===== config.mk =====
export PLATFORM = sky130hd
export DESIGN_NAME = fasta_motif_match_scanner
export DESIGN_NICKNAME = d
export VERILOG_FILES = /design/src/sv/fmms_pkg.sv /design/src/sv/fmms_pattern.sv /design/src/sv/fmms_scan.sv /design/src/sv/fasta_motif_match_scanner.sv
export SDC_FILE = /design/constraint.sdc
export NUM_CORES = 1
export LEC_CHECK = 0
export BUFFER_PORTS_ARGS = -buffer_cell sky130_fd_sc_hd__buf_2
export CAP_MARGIN = 30
export CORE_ASPECT_RATIO = 1.1
export CORE_MARGIN = 1.5
export CORE_UTILIZATION = 50
export DETAILED_ROUTE_END_ITERATION = 8
export HOLD_SLACK_MARGIN = 0.06
export PLACE_DENSITY = 0.67
export REMOVE_ABC_BUFFERS = 1
export SETUP_SLACK_MARGIN = 0.3
export SLEW_MARGIN = 20
export SYNTH_ARGS = -nofsm -noshare
export SYNTH_HDL_FRONTEND = slang
export SYNTH_HIERARCHICAL = 1
export SYNTH_SLANG_ARGS = --single-unit

===== constraint.sdc =====
create_clock -name clk -period 11.05 [get_ports clk]
set_clock_uncertainty 0.2 [all_clocks]
set_input_delay 0.5525 -clock clk [delete_from_list [all_inputs] [get_ports clk]]
set_output_delay 0.5525 -clock clk [all_outputs]
set_load 0.005 [all_outputs]

===== src/sv/fmms_pkg.sv =====
// Shared types, constants and helper functions for the FASTA motif scanner.
// No dependencies; every other file of the block imports this package.
`default_nettype none

package fmms_pkg;

    localparam int unsigned PAT_BYTES = 16;
    localparam int unsigned LEN_W     = 5;
    localparam int unsigned CFG_W     = 64;

    localparam logic [7:0] LINE_END    = 8'd10;
    localparam logic [7:0] HEADER_MARK = 8'h3E;

    typedef enum logic [1:0] {
        CFG_LENGTH = 2'd0,
        CFG_LOW    = 2'd1,
        CFG_HIGH   = 2'd2
    } cfg_index_t;

    typedef logic [PAT_BYTES-1:0][7:0] pat_bytes_t;

    typedef struct packed {
        logic [LEN_W-1:0] len;
        logic             ok;
        pat_bytes_t       bytes;
    } pat_cfg_t;

    function automatic logic is_amino(input logic [7:0] b);
        logic r;
        unique case (b)
            "D", "E", "R", "K", "H", "N", "Q", "S", "T", "Y",
            "A", "G", "V", "L", "I", "P", "F", "M", "W", "C": r = 1'b1;
            default: r = 1'b0;
        endcase
        return r;
    endfunction

endpackage

`default_nettype wire


===== src/sv/fmms_pattern.sv =====
// Pattern registers of the motif scanner and the check that the pattern is usable.
// Depends on fmms_pkg.
`default_nettype none

module fmms_pattern
    import fmms_pkg::*;
#(
    parameter int unsigned PATTERN_MAX = 16
)
(
    input  wire logic             clk,
    input  wire logic             rst_n,
    input  wire logic             cfg_we,
    input  wire logic [1:0]       cfg_index,
    input  wire logic [CFG_W-1:0] cfg_data,
    output pat_cfg_t              pat
);

    logic [LEN_W-1:0] len_reg;
    logic [CFG_W-1:0] low_reg;
    logic [CFG_W-1:0] high_reg;
    logic             ok;

    always_ff @(posedge clk or negedge rst_n)
    begin
        if (!rst_n)
        begin
            len_reg  <= '0;
            low_reg  <= '0;
            high_reg <= '0;
        end
        else if (cfg_we)
        begin
            unique case (cfg_index)
                CFG_LENGTH: len_reg  <= cfg_data[LEN_W-1:0];
                CFG_LOW:    low_reg  <= cfg_data;
                CFG_HIGH:   high_reg <= cfg_data;
                default:    ;
            endcase
        end
    end

    always_comb
    begin
        ok = (len_reg != '0) && (32'(len_reg) <= PATTERN_MAX);
        for (int j = 0; j < PAT_BYTES; j++)
        begin
            if ((j < 32'(len_reg)) && !is_amino(pat.bytes[j]))
            begin
                ok = 1'b0;
            end
        end
    end

    assign pat.len   = len_reg;
    assign pat.bytes = pat_bytes_t'({high_reg, low_reg});
    assign pat.ok    = ok;

endmodule

`default_nettype wire


===== src/sv/fmms_scan.sv =====
// Record parser, symbol history and parallel pattern compare with the result register.
// Depends on fmms_pkg.
`default_nettype none

module fmms_scan
    import fmms_pkg::*;
#(
    parameter int unsigned PATTERN_MAX   = 16,
    parameter int unsigned POSITION_BITS = 32,
    parameter int unsigned RECORD_BITS   = 16
)
(
    input  wire logic                     clk,
    input  wire logic                     rst_n,
    input  wire logic                     step,
    input  wire logic [7:0]               byte_in,
    input  wire pat_cfg_t                 pat,
    input  wire logic                     out_ready,
    output logic                          out_valid,
    output logic [RECORD_BITS-1:0]        record_number,
    output logic [POSITION_BITS-1:0]      match_start,
    output logic [POSITION_BITS-1:0]      match_end
);

    localparam int unsigned SINCE_W = $clog2(PATTERN_MAX + 1);
    localparam logic [SINCE_W-1:0] SINCE_MAX = SINCE_W'(PATTERN_MAX);

    logic                          line_start_reg, line_start_next;
    logic                          in_header_reg, in_header_next;
    logic [RECORD_BITS-1:0]        rec_reg, rec_next;
    logic [POSITION_BITS-1:0]      pos_reg, pos_next;
    logic [SINCE_W-1:0]            since_reg, since_next;
    logic [PATTERN_MAX-1:0][7:0]   hist_reg, hist_next;
    logic                          out_valid_reg;
    logic [RECORD_BITS-1:0]        rec_out_reg;
    logic [POSITION_BITS-1:0]      start_reg, start_next;
    logic [POSITION_BITS-1:0]      end_reg;
    logic                          symbol;
    logic                          hit;
    logic [LEN_W-1:0]              pidx;

    always_comb
    begin
        line_start_next = line_start_reg;
        in_header_next  = in_header_reg;
        rec_next        = rec_reg;
        pos_next        = pos_reg;
        since_next      = since_reg;
        hist_next       = hist_reg;
        symbol          = 1'b0;
        pidx            = '0;
        priority if (byte_in == LINE_END)
        begin
            line_start_next = 1'b1;
            in_header_next  = 1'b0;
        end
        else if (line_start_reg && (byte_in == HEADER_MARK))
        begin
            line_start_next = 1'b0;
            in_header_next  = 1'b1;
            if (rec_reg != '1)
            begin
                rec_next = rec_reg + 1'b1;
            end
            pos_next   = '0;
            since_next = '0;
        end
        else
        begin
            line_start_next = 1'b0;
            if (!in_header_reg && (rec_reg != '0))
            begin
                symbol = 1'b1;
                for (int k = PATTERN_MAX - 1; k > 0; k--)
                begin
                    hist_next[k] = hist_reg[k-1];
                end
                hist_next[0] = byte_in;
                if (pos_reg != '1)
                begin
                    pos_next = pos_reg + 1'b1;
                end
                if (since_reg < SINCE_MAX)
                begin
                    since_next = since_reg + 1'b1;
                end
            end
        end

        // Newest symbol sits at index 0 and meets the last pattern byte.
        hit = symbol && pat.ok && (6'(since_next) >= 6'(pat.len));
        for (int k = 0; k < PATTERN_MAX; k++)
        begin
            pidx = pat.len - LEN_W'(k) - 1'b1;
            if ((k < 32'(pat.len)) && (hist_next[k] != pat.bytes[pidx[3:0]]))
            begin
                hit = 1'b0;
            end
        end
        if (hit)
        begin
            since_next = '0;
        end
        start_next = pos_next - POSITION_BITS'(pat.len) + 1'b1;
    end

    always_ff @(posedge clk or negedge rst_n)
    begin
        if (!rst_n)
        begin
            line_start_reg <= 1'b1;
            in_header_reg  <= 1'b0;
            rec_reg        <= '0;
            pos_reg        <= '0;
            since_reg      <= '0;
            hist_reg       <= '0;
            out_valid_reg  <= 1'b0;
        end
        else
        begin
            if (step)
            begin
                line_start_reg <= line_start_next;
                in_header_reg  <= in_header_next;
                rec_reg        <= rec_next;
                pos_reg        <= pos_next;
                since_reg      <= since_next;
                hist_reg       <= hist_next;
                out_valid_reg  <= hit;
            end
            else if (out_ready)
            begin
                out_valid_reg <= 1'b0;
            end
        end
    end

    always_ff @(posedge clk)
    begin
        if (step && hit)
        begin
            rec_out_reg <= rec_reg == '0 ? rec_next : rec_reg;
            start_reg   <= start_next;
            end_reg     <= pos_next;
        end
    end

    assign out_valid     = out_valid_reg;
    assign record_number = rec_out_reg;
    assign match_start   = start_reg;
    assign match_end     = end_reg;

endmodule

`default_nettype wire


===== src/sv/fasta_motif_match_scanner.sv =====
// Top level of the FASTA motif scanner: input register, pattern registers and scan core.
// Depends on fmms_pkg, fmms_pattern and fmms_scan.
//
// The block takes FASTA text one byte per request on the in channel (in_valid, in_ready,
// data_byte) and reports each non-overlapping match of the configured pattern as one
// request on the out channel (record_number, match_start, match_end).
// The pattern is written through cfg_we, cfg_index and cfg_data while the block is idle:
// index 0 is the length, index 1 bytes 0 to 7, index 2 bytes 8 to 15.
// Keeping the writes to idle is up to the user; the block does not enforce it. A byte
// accepted on the in channel is held in the input register, then processed when the scan
// core steps; its result, if any, is presented from the result register. One byte is
// accepted in every cycle unless the receiver stalls; the combinational compare of the
// history window against the pattern allows that rate.
// When the receiver stalls, the result register holds its request and one more byte
// waits in the input register; in_ready then falls until the result is taken.
// Reset clears the parser, the history, the counts, the pattern and both valid flags.
`default_nettype none

module fasta_motif_match_scanner
    import fmms_pkg::*;
#(
    parameter int unsigned PATTERN_MAX   = 16,
    parameter int unsigned POSITION_BITS = 32,
    parameter int unsigned RECORD_BITS   = 16
)
(
    input  wire logic                     clk,
    input  wire logic                     rst_n,
    input  wire logic                     in_valid,
    output logic                          in_ready,
    input  wire logic [7:0]               data_byte,
    output logic                          out_valid,
    input  wire logic                     out_ready,
    output logic [RECORD_BITS-1:0]        record_number,
    output logic [POSITION_BITS-1:0]      match_start,
    output logic [POSITION_BITS-1:0]      match_end,
    input  wire logic                     cfg_we,
    input  wire logic [1:0]               cfg_index,
    input  wire logic [CFG_W-1:0]         cfg_data
);

    logic       in_full_reg;
    logic [7:0] in_byte_reg;
    logic       step;
    pat_cfg_t   pat;

    assign step     = in_full_reg && (!out_valid || out_ready);
    assign in_ready = !in_full_reg || step;

    always_ff @(posedge clk or negedge rst_n)
    begin
        if (!rst_n)
        begin
            in_full_reg <= 1'b0;
        end
        else if (in_ready)
        begin
            in_full_reg <= in_valid;
        end
    end

    always_ff @(posedge clk)
    begin
        if (in_valid && in_ready)
        begin
            in_byte_reg <= data_byte;
        end
    end

    fmms_pattern #(
        .PATTERN_MAX (PATTERN_MAX)
    ) u_pattern (
        .clk       (clk),
        .rst_n     (rst_n),
        .cfg_we    (cfg_we),
        .cfg_index (cfg_index),
        .cfg_data  (cfg_data),
        .pat       (pat)
    );

    fmms_scan #(
        .PATTERN_MAX   (PATTERN_MAX),
        .POSITION_BITS (POSITION_BITS),
        .RECORD_BITS   (RECORD_BITS)
    ) u_scan (
        .clk           (clk),
        .rst_n         (rst_n),
        .step          (step),
        .byte_in       (in_byte_reg),
        .pat           (pat),
        .out_ready     (out_ready),
        .out_valid     (out_valid),
        .record_number (record_number),
        .match_start   (match_start),
        .match_end     (match_end)
    );

endmodule

`default_nettype wire


==> results by group, run 1 <==
Clock network
  – Num CTS Buffers: 43
  – CTS tree: yes
  – CTS resizes: 0
  – Clock latency at the later pin of the worst-skew pair: 590 ps
  – Root Buffer: clkbuf_16
  – Clk buf depth: 3
  – H-tree Lvls: 2
  – Worst-path clk slew: 60 ps
  – Clock sink count: 406

Finish
  – Core Util, Final: 57.43%
  – Layout cell share with drive strength beyond 1: 33.11%
  – Synth-to-layout area growth: 13.33%
  – Fin cells: 3245
  – N_diodes: 0
  – Commonest non-fill, non-tap cell in the layout: dfrtp_1
  – Most frequent cells in the layout: 315 x dfrtp_1, 304 x mux2_2, 226 x mux2i_1
  – Max reg flops: 128
  – Final layout net count: 2597

Detailed routing
  – Number of remaining DRC errors: 0
  – Avg WL per Cell: 26.52 um
  – Number of nets with antenna violations after routing: 0
  – Vias/cell: 6.401
  – 1st-iter DRT viols: 1804
  – Drt total wl: 86070 um
  – First-pass iteration count of the detailed router: 5
  – Via Count: 20.77k

Floorplanning
  – Std-Cell Rows: 91
  – Ports: 161
  – Die height: 253.4 um
  – Starting density of the core: 50.68%
  – DIE WIDTH: 230.7 um
  – Die area: 0.05845 mm2
  – Total core area: 0.05625 mm2

Yosys
  – Number of synthesized flops with an enable pin: 88
  – Cell variety after synth: 80
  – Area leader, netlist: dfrtp_1
  – Main synth FF type: dfrtp_1
  – Mapped Cells: 2287
  – Post-Synthesis Cell Area: 0.02850 mm2
  – Top-area cell type share of the netlist area: 27.83%
  – Syn avg cell area: 12.46 um2
  – Seq/Total Area, Yosys: 37.19%
  – Top cells by area, synth: dfrtp_1 28%, mux4_2 18%, mux2_2 12%, edfxtp_1 9.3%, mux2i_1 7.9%
  – Seq cells post-synth: 406
  – FFs w/ async S/R, synth: 78.33%
  – Synth Warn #: 6

Worst setup path
  – WP depth: 14
  – CP Data Arrival Time: 7000 ps
  – WS Path Type: flop to flop
  – Worst r2r src: u_pattern/len_reg[0]$_DFFE_PN0P_
  – Reg2Reg Depth: 14
  – CP max FO: 60
  – CP Launch Type: flop
  – Largest stage delay on the critical path: 770 ps
  – R2r setup slk: 4070 ps
  – Cell family with most CP delay: buffers and inverters
  – CP Buf/Inv Count: 5
  – CP cell instances: buf_16 > inv_1 > ha_4 > buf_4 > mux4_2 > mux4_2 > xnor2_1 > nor4_2 > nand4_1 > o41ai_2 > nand4b_1 > a221o_1 > clkinv_2 > buf_4
  – CP endpoint kind: flop
  – Slowest stage cell on the critical path: buf_4
  – Req. time, crit path: 11070 ps
  – Reg2reg end: u_scan/record_number[2]$_DFFE_PP_

Hold path
  – Hold Crit Start: out_ready
  – WHS Endpoint: u_scan/out_valid$_DFFE_PN0P_
  – HP Class: primary input to flop
  – Min-Delay Path Depth: 4

STA
  – Max Slew Vio Count: 0
  – Worst slew pin tran: 1017 ps
  – Tmin final: 6977 ps
  – Final Hold Vio Count: 0
  – Final Setup Violations: 0
  – Max Fclk: 143.3 MHz
  – Slew margin rel.: 31.59%
  – Unrepaired setup endpoints after global routing: false
  – Period utilization: 63.14%

Global routing
  – Initial antenna violation count: 0
  – All-Layer GR Usage: 29.49%
  – Largest net degree at the start of global routing: 117
  – First-pass GRT wire length: 128300 um
  – Vias in the first global route: 20.18k
  – Global route overflow: 0

Flow run
  – Max Cap Viol: 0

Placed design
  – Placed insts: 3085
  – Gpl congestion: 0.9593
  – Post-DP HPWL: 63600 um
  – PortBufs: 160

Pwr
  – Total Power: 8.068 mW
  – P per Cell Area: 249.8 mW/mm2
  – Worst vdd ir: 0.1366 mV
  – LEAKAGE: 13.76 nW

Run status
  – Status: finished clean
-- metal layers --
| layer | routed length, um | global-route usage [%] | share of wire [%] | vias up |
|---|---|---|---|---|
| met5 | 0 | 0 | 0 | - |
| met4 | 5186 | 16.17 | 6.0 | 0 |
| li1 | - | - | - | 9039 |
| met1 | 33660 | 37.44 | 39 | 10547 |
| met2 | 41930 | 49.23 | 49 | 986 |
| met3 | 5294 | 3.660 | 6.2 | 199 |
-- repair_timing --
item / in CTS / in global routing
endpoints found under the hold margin: 255 / 0
setup buffers: 0 / 0
hold buffers: 74 / 0
-- power breakdown --
group | internal (mW) | switching (mW)
Combinational | 1.95 | 2.10
Sequential | 1.91 | 0.527
Clock | 0.957 | 0.625
-- cells in the mapped netlist, types with 10 or more instances --
cell type and count:
a21o_1 10, a21oi_1 49, a31oi_1 17, and2_1 16, and3_1 17, buf_1 12
buf_2 29, buf_4 22, clkbuf_1 64, dfrtp_1 317, edfxtp_1 88, ha_1 51
inv_1 61, mux2_2 304, mux2i_1 226, mux4_2 222, nand2_1 168, nand2b_1 11
nand3_1 38, nand4_1 22, nor2_1 87, nor2b_1 19, nor3_1 10, nor3b_1 12
nor4_1 47, o21ai_0 35, xnor2_1 123, xor2_1 79
-- logic make-up after synthesis --
kind of cell,Yosys count,synth area share (%)
compound gates,181,4.197
xor+xnor,211,6.839
fa+ha+maj,52,2.309
buf+inv,197,3.222
flops,406,37.19
mux,758,37.74
simple gates,482,8.503
-- per-stage QoR --
step,setup TNS [ps],hold slack [ps],area (um2),worst slack (ps)
finish,0,125.9,32300,4073
global route,0,120.6,32300,3635
CTS,0,93.37,32170,3720
detailed placement,0,280.4,29860,3773
global placement,0,276.5,29850,3943
floorplan,-578470,56.91,27820,-2787
-- how the worst max path moves through the flow --
| stage | start | end | slack [ps] |
|---|---|---|---|
| final | u_pattern/len_reg[0]$_DFFE_PN0P_ | u_scan/record_number[2]$_DFFE_PP_ | 4070 |
| after global routing | u_pattern/len_reg[0]$_DFFE_PN0P_ | u_scan/record_number[0]$_DFFE_PP_ | 3630 |
| after CTS | u_pattern/len_reg[0]$_DFFE_PN0P_ | u_scan/record_number[2]$_DFFE_PP_ | 3720 |
| after detailed placement | u_pattern/len_reg[0]$_DFFE_PN0P_ | u_scan/record_number[0]$_DFFE_PP_ | 3770 |
| after global placement | u_pattern/len_reg[0]$_DFFE_PN0P_ | u_scan/record_number[0]$_DFFE_PP_ | 3940 |
| after floorplan | in_byte_reg[2]$_DFFE_PP_ | u_scan/hist_reg[0]$_DFFE_PN0P_ | -2790 |
-- tightest hold or removal path: cells and delay by family --
family | cells | cell delay, ps
buf+inv | 1 | 120
simple gates | 3 | 190
-- layout make-up --
type	instances	area, um2
fillers	4594	23940
multi-input cells	1684	17060
flip-flops and latches	406	10610
repair buffers	269	1903
clock buffers	59	1239
well taps	744	930.9
clock inverters	21	330.3
inverters	62	234.0
Note: power is estimated with default switching activity, not from simulation.
==> run 2, diff against run 1 <==
clock period = 7.2 ns   (was 11.05 ns; I/O delays follow)
==> results by group, run 2 (synthesis gave the netlist of run 1 again) <==
STA
  – Post-route setup TNS: 0 ps
  – Final Hold Vio Count: 0
  – Worst slew pin tran: 1096 ps
  – Final Setup Violations: 0
  – Slew margin rel.: 26.96%
  – Hold_ws: 121.6 ps
  – Max Slew Vio Count: 0
  – Unrepaired setup endpoints after global routing: false
  – Tmin final: 6187 ps
  – Max Fclk: 161.6 MHz
  – Period utilization: 85.93%

Detailed routing
  – Uppermost layer routed: met4
  – Number of remaining DRC errors: 0
  – Met1 WL: 31830 um
  – 1st-iter DRT viols: 1785
  – Met3 wire length: 5213 um
  – Drt total wl: 81920 um
  – First-pass iteration count of the detailed router: 7
  – Vias/cell: 6.283
  – Avg WL per Cell: 25.14 um
  – Via Count: 20.47k
  – Routed wl met2: 40580 um
  – Number of nets with antenna violations after routing: 0

Placed design
  – Gpl congestion: 0.9728
  – PortBufs: 160
  – Placement-stage cell area: 0.03001 mm2
  – Placed insts: 3092
  – Post-DP HPWL: 61090 um

Clock network
  – Clock latency at the later pin of the worst-skew pair: 610 ps
  – Root Buffer: clkbuf_16
  – Clock sink count: 406
  – Cts-stage hold buffer count: 79
  – Worst-path clk slew: 60 ps
  – Num CTS Buffers: 46
  – CTS resizes: 0
  – Clk buf depth: 3
  – H-tree Lvls: 2
  – Post-CTS Setup Bufs: 0
  – CTS tree: yes

Finish
  – Core Util, Final: 57.73%
  – Synth-to-layout area growth: 13.92%
  – N_diodes: 0
  – Most frequent cells in the layout: 315 x dfrtp_1, 304 x mux2_2, 226 x mux2i_1
  – Number of fill cells: 4643
  – Fin cells: 3258
  – Max reg flops: 128
  – Final layout net count: 2608
  – Final Cell Area: 0.03247 mm2
  – Commonest non-fill, non-tap cell in the layout: dfrtp_1
  – Layout cell share with drive strength beyond 1: 33.29%

Worst setup path
  – CP max FO: 7
  – CP Launch Type: flop
  – Reg2Reg Depth: 22
  – Reg2reg end: u_scan/match_start[30]$_DFFE_PP_
  – Worst setup path end: u_scan/match_start[30]$_DFFE_PP_
  – Worst r2r src: u_scan/rec_reg[0]$_DFFE_PN0P_
  – Largest stage delay on the critical path: 640 ps
  – Worst setup path start: u_scan/rec_reg[0]$_DFFE_PN0P_
  – WS Path Type: flop to flop
  – CP Data Arrival Time: 6320 ps
  – Req. time, crit path: 7340 ps
  – R2r setup slk: 1010 ps
  – CP most frequent cell: ha_1
  – Slowest stage cell on the critical path: o41ai_1
  – CP cell instances: inv_1 > ha_1 > nor4b_1 > and4_1 > nor2_1 > o21a_1 > nand2_1 > xor2_1 > nor2_1 > ha_1 > ha_1 > a21o_1 > a21oi_1 > o21ai_0 > nand2_1 > a21oi_1 > o41ai_1 > o21ai_0 > a211o_1 > and2_1 > a311oi_1 > xnor2_1
  – CP endpoint kind: flop

Hold path
  – HP Class: primary input to async pin

Pwr
  – LEAKAGE: 13.82 nW
  – P per Cell Area: 383.6 mW/mm2
  – Worst vdd ir: 0.2109 mV

Global routing
  – Vias in the first global route: 20.32k
  – All-Layer GR Usage: 28.08%
  – Global route overflow: 0
  – Largest net degree at the start of global routing: 169
  – First-pass GRT wire length: 124000 um
  – Initial antenna violation count: 0

Floorplanning
  – Starting density of the core: 50.68%
  – Total core area: 0.05625 mm2
  – Ports: 161
  – Die height: 253.4 um
  – DIE WIDTH: 230.7 um
  – Std-Cell Rows: 91
  – Die area: 0.05845 mm2

Run status
  – Status: finished clean

Flow run
  – Max Cap Viol: 0
[run 2: changes by cell type in the layout (fill, tap and decap cells not counted), sizes merged]
cell and delta:
clkinvlp +4, clkbuf +5, clkinv -2, buf +3
dlygate4sd3 +5, bufinv -2
[run 2: through the flow]
step,worst slack [ps],power (mW)
CTS,1099,12.41
global placement,1424,9.686
finish,1013,12.46
floorplan,-6637,8.035
detailed placement,1199,9.838
global route,641.6,13.03
[run 2: area by class of cell]
| class | count | area [um2] | share of cell area [%] |
|---|---|---|---|
| inverters | 62 | 234.0 | 0.7205 |
| well taps | 744 | 930.9 | 2.867 |
| repair buffers | 277 | 2013 | 6.200 |
| multi-input cells | 1684 | 17050 | 52.51 |
| clock buffers | 64 | 1331 | 4.100 |
| clock inverters | 21 | 302.8 | 0.9325 |
| flip-flops and latches | 406 | 10610 | 32.67 |
[run 2: layer usage]
layer / track usage [%] / vias up
met1: 35.05 / 10371
li1: - / 9085
met3: 4.302 / 178
met4: 13.71 / 0
met2: 47.68 / 837
met5: 0 / -
[run 2: worst max-delay path, delay by kind of cell (launching register included)]
family	cells	cell delay (ps)
simple gates	7	1310
compound gates	9	2800
buf+inv	1	140
xor+xnor	2	240
fa+ha+maj	3	780
flops	1	430
[run 2: how the worst min path moves through the flow]
| stage | start | to | cells past startpoint |
|---|---|---|---|
| final | rst_n | u_pattern/low_reg[57]$_DFFE_PN0P_ | 2 |
| after global routing | cfg_we | u_pattern/len_reg[2]$_DFFE_PN0P_ | 3 |
| after CTS | rst_n | u_pattern/low_reg[49]$_DFFE_PN0P_ | 2 |
| after detailed placement | rst_n | u_pattern/low_reg[57]$_DFFE_PN0P_ | 1 |
| after global placement | rst_n | u_pattern/low_reg[41]$_DFFE_PN0P_ | 1 |
| after floorplan | rst_n | in_full_reg$_DFFE_PN0P_ | 0 |
[run 2: power breakdown]
part | internal, mW | total, mW | switching, mW
sequential | 2.93 | 3.68 | 0.748
clock | 1.49 | 2.50 | 1.01
combinational | 3.01 | 6.28 | 3.27
total | 7.43 | 12.5 | 5.02
==> run 3, diff against run 2 <==
ABC_AREA = 1   (was not set)
CORE_UTILIZATION = 60   (was 50)
PLACE_DENSITY = 0.78   (was 0.67)
==> results by group, run 3 <==
Detailed routing
  – Number of nets with antenna violations after routing: 0
  – Number of remaining DRC errors: 0
  – Vias/cell: 5.949
  – 1st-iter DRT viols: 4706
  – Avg WL per Cell: 19.23 um
  – First-pass iteration count of the detailed router: 8
  – Drt total wl: 112100 um
  – Via Count: 34.66k

Yosys
  – FFs w/ async S/R, synth: 78.33%
  – Cell variety after synth: 51
  – Main synth FF type: dfrtp_1
  – Top cells by area, synth: dfrtp_1 25%, nand2_1 24%, nand3_1 15%, edfxtp_1 8.4%, o21ai_0 6.5%
  – Top-area cell type share of the netlist area: 25.23%
  – Number of synthesized flops with an enable pin: 88
  – Seq/Total Area, Yosys: 33.72%
  – Synth Warn #: 6
  – Area leader, netlist: dfrtp_1
  – Post-Synthesis Cell Area: 0.03144 mm2
  – Most common library cells after synthesis: 1989 x nand2_1, 924 x nand3_1, 484 x inv_1, 406 x o21ai_0, 317 x dfrtp_1
  – Syn avg cell area: 6.243 um2
  – Mapped Cells: 5036
  – Most frequent cell after synthesis: nand2_1
  – Seq cells post-synth: 406

Worst setup path
  – CP max FO: 21
  – WS Path Type: flop to flop
  – Worst r2r src: u_scan/rec_reg[0]$_DFFE_PN0P_
  – CP Data Arrival Time: 6220 ps
  – Reg2Reg Depth: 26
  – Reg2reg end: u_scan/match_start[27]$_DFFE_PP_
  – Req. time, crit path: 7340 ps
  – Slowest stage cell on the critical path: a21boi_0
  – R2r setup slk: 1120 ps
  – CP Launch Type: flop
  – CP most frequent cell: nand2_1
  – Largest stage delay on the critical path: 480 ps
  – CP endpoint kind: flop

Floorplanning
  – Die height: 243.1 um
  – Std-Cell Rows: 87
  – Ports: 161
  – Starting density of the core: 61.06%
  – Die area: 0.05378 mm2
  – DIE WIDTH: 221.3 um
  – Total core area: 0.05149 mm2

STA
  – Unrepaired setup endpoints after global routing: false
  – Hold_ws: 133.5 ps
  – Worst slew pin tran: 1041 ps
  – Max Fclk: 164.4 MHz
  – Final Hold Vio Count: 0
  – Max Slew Vio Count: 0
  – Slew margin rel.: 30.34%
  – Tmin final: 6084 ps
  – Final Setup Violations: 0
  – Period utilization: 84.50%

Finish
  – Layout cell share with drive strength beyond 1: 6.570%
  – Max reg flops: 128
  – Number of fill cells: 4629
  – N_diodes: 0
  – Core Util, Final: 67.51%
  – Most frequent cells in the layout: 1989 x nand2_1, 922 x nand3_1, 482 x inv_1
  – Fin cells: 5827
  – Final layout net count: 5256
  – Commonest non-fill, non-tap cell in the layout: nand2_1
  – Final Cell Area: 0.03476 mm2
  – Synth-to-layout area growth: 10.57%

Placed design
  – Placed insts: 5667
  – PortBufs: 160
  – Gpl congestion: 1.026
  – Post-DP HPWL: 79640 um
  – Placement-stage cell area: 0.03244 mm2

Pwr
  – Total Power: 12.19 mW
  – P per Cell Area: 350.6 mW/mm2
  – Worst vdd ir: 0.2521 mV
  – LEAKAGE: 18.14 nW

Global routing
  – Vias in the first global route: 31.19k
  – Global route overflow: 0
  – First-pass GRT wire length: 172500 um
  – Initial antenna violation count: 0
  – All-Layer GR Usage: 40.96%
  – Largest net degree at the start of global routing: 170

Hold path
  – Hold Crit Start: cfg_we
  – WHS Endpoint: u_pattern/len_reg[1]$_DFFE_PN0P_
  – HP Class: primary input to flop
  – Min-Delay Path Depth: 3

Clock network
  – Worst-path clk slew: 60 ps
  – CTS resizes: 0
  – Clock sink count: 406
  – Num CTS Buffers: 43
  – Clock latency at the later pin of the worst-skew pair: 600 ps
  – Clk buf depth: 3
  – CTS tree: yes
  – H-tree Lvls: 2
  – Root Buffer: clkbuf_16

Flow run
  – Max Cap Viol: 0

Run status
  – Status: finished clean
-- run 3: cell count changes after synthesis, moves of 98 or more --
cell,before,now
nand2_1,168,1989
nand3_1,38,924
inv_1,61,484
o21ai_0,35,406
mux2_2,304,0
mux2i_1,226,0
mux4_2,222,0
xnor2_1,123,16
nor2_1,87,185
-- run 3: cell families after synthesis --
group                    synth area share [%]
AND/OR/NAND/NOR                         43.59
XOR/XNOR                                1.998
buffers and inverters                   9.616
AO/OA/AOI/OAI                           8.983
flip-flops                              33.72
adder cells (fa/ha/maj)                 2.093
-- run 3: metrics by stage --
stage / setup slack [ps] / TNS, ps
floorplan: -8024 / -1254070
global placement: 1525 / 0
detailed placement: 1232 / 0
CTS: 1154 / 0
global route: 507.0 / 0
finish: 1116 / 0
-- run 3: power breakdown --
group | switching [mW] | internal (mW) | leakage, nW
logic | 4.49 | 1.97 | 12.5
registers | 0.482 | 2.83 | 4.86
clock network | 1.00 | 1.41 | 0.728
-- run 3: area by class of cell --
cell class	count	area (um2)	area share [%]
flip-flops and latches	406	10610	30.51
multi-input cells	3881	17870	51.41
clock inverters	26	337.8	0.9718
well taps	667	834.6	2.401
inverters	508	1917	5.514
clock buffers	54	1169	3.362
repair buffers	285	2026	5.827
-- run 3: layer usage --
layer	track usage [%]	routed length, um
met1	51.31	42560
met2	64.26	48820
met3	9.236	12560
met4	25.66	8110
met5	0	0
-- run 3: worst max-delay path by stage --
stage / from / endpoint / slack [ps]
after floorplan: u_scan/out_valid$_DFFE_PN0P_ / u_scan/in_header_reg$_DFFE_PN0P_ / -8020
after CTS: u_scan/rec_reg[0]$_DFFE_PN0P_ / u_scan/match_start[27]$_DFFE_PP_ / 1150
after detailed placement: u_scan/rec_reg[0]$_DFFE_PN0P_ / u_scan/match_start[27]$_DFFE_PP_ / 1230
after global routing: u_scan/rec_reg[0]$_DFFE_PN0P_ / u_scan/match_start[27]$_DFFE_PP_ / 510
final: u_scan/rec_reg[0]$_DFFE_PN0P_ / u_scan/match_start[27]$_DFFE_PP_ / 1120
after global placement: u_scan/rec_reg[0]$_DFFE_PN0P_ / u_scan/match_start[29]$_DFFE_PP_ / 1530
-- run 3: worst max-delay path, delay by kind of cell, from the launching register on --
kind	cells	cell delay, ps
AOI/OAI and AO/OA	10	2380
and+or+nand+nor	9	1400
adders and majority gates	3	860
buffers and inverters	4	580
DFF	1	390
-- run 3: what timing repair did --
action / CTS / global route
setup buffers: 0 / 0
hold endpoints to repair: 220 / 0
hold buffers: 78 / 0
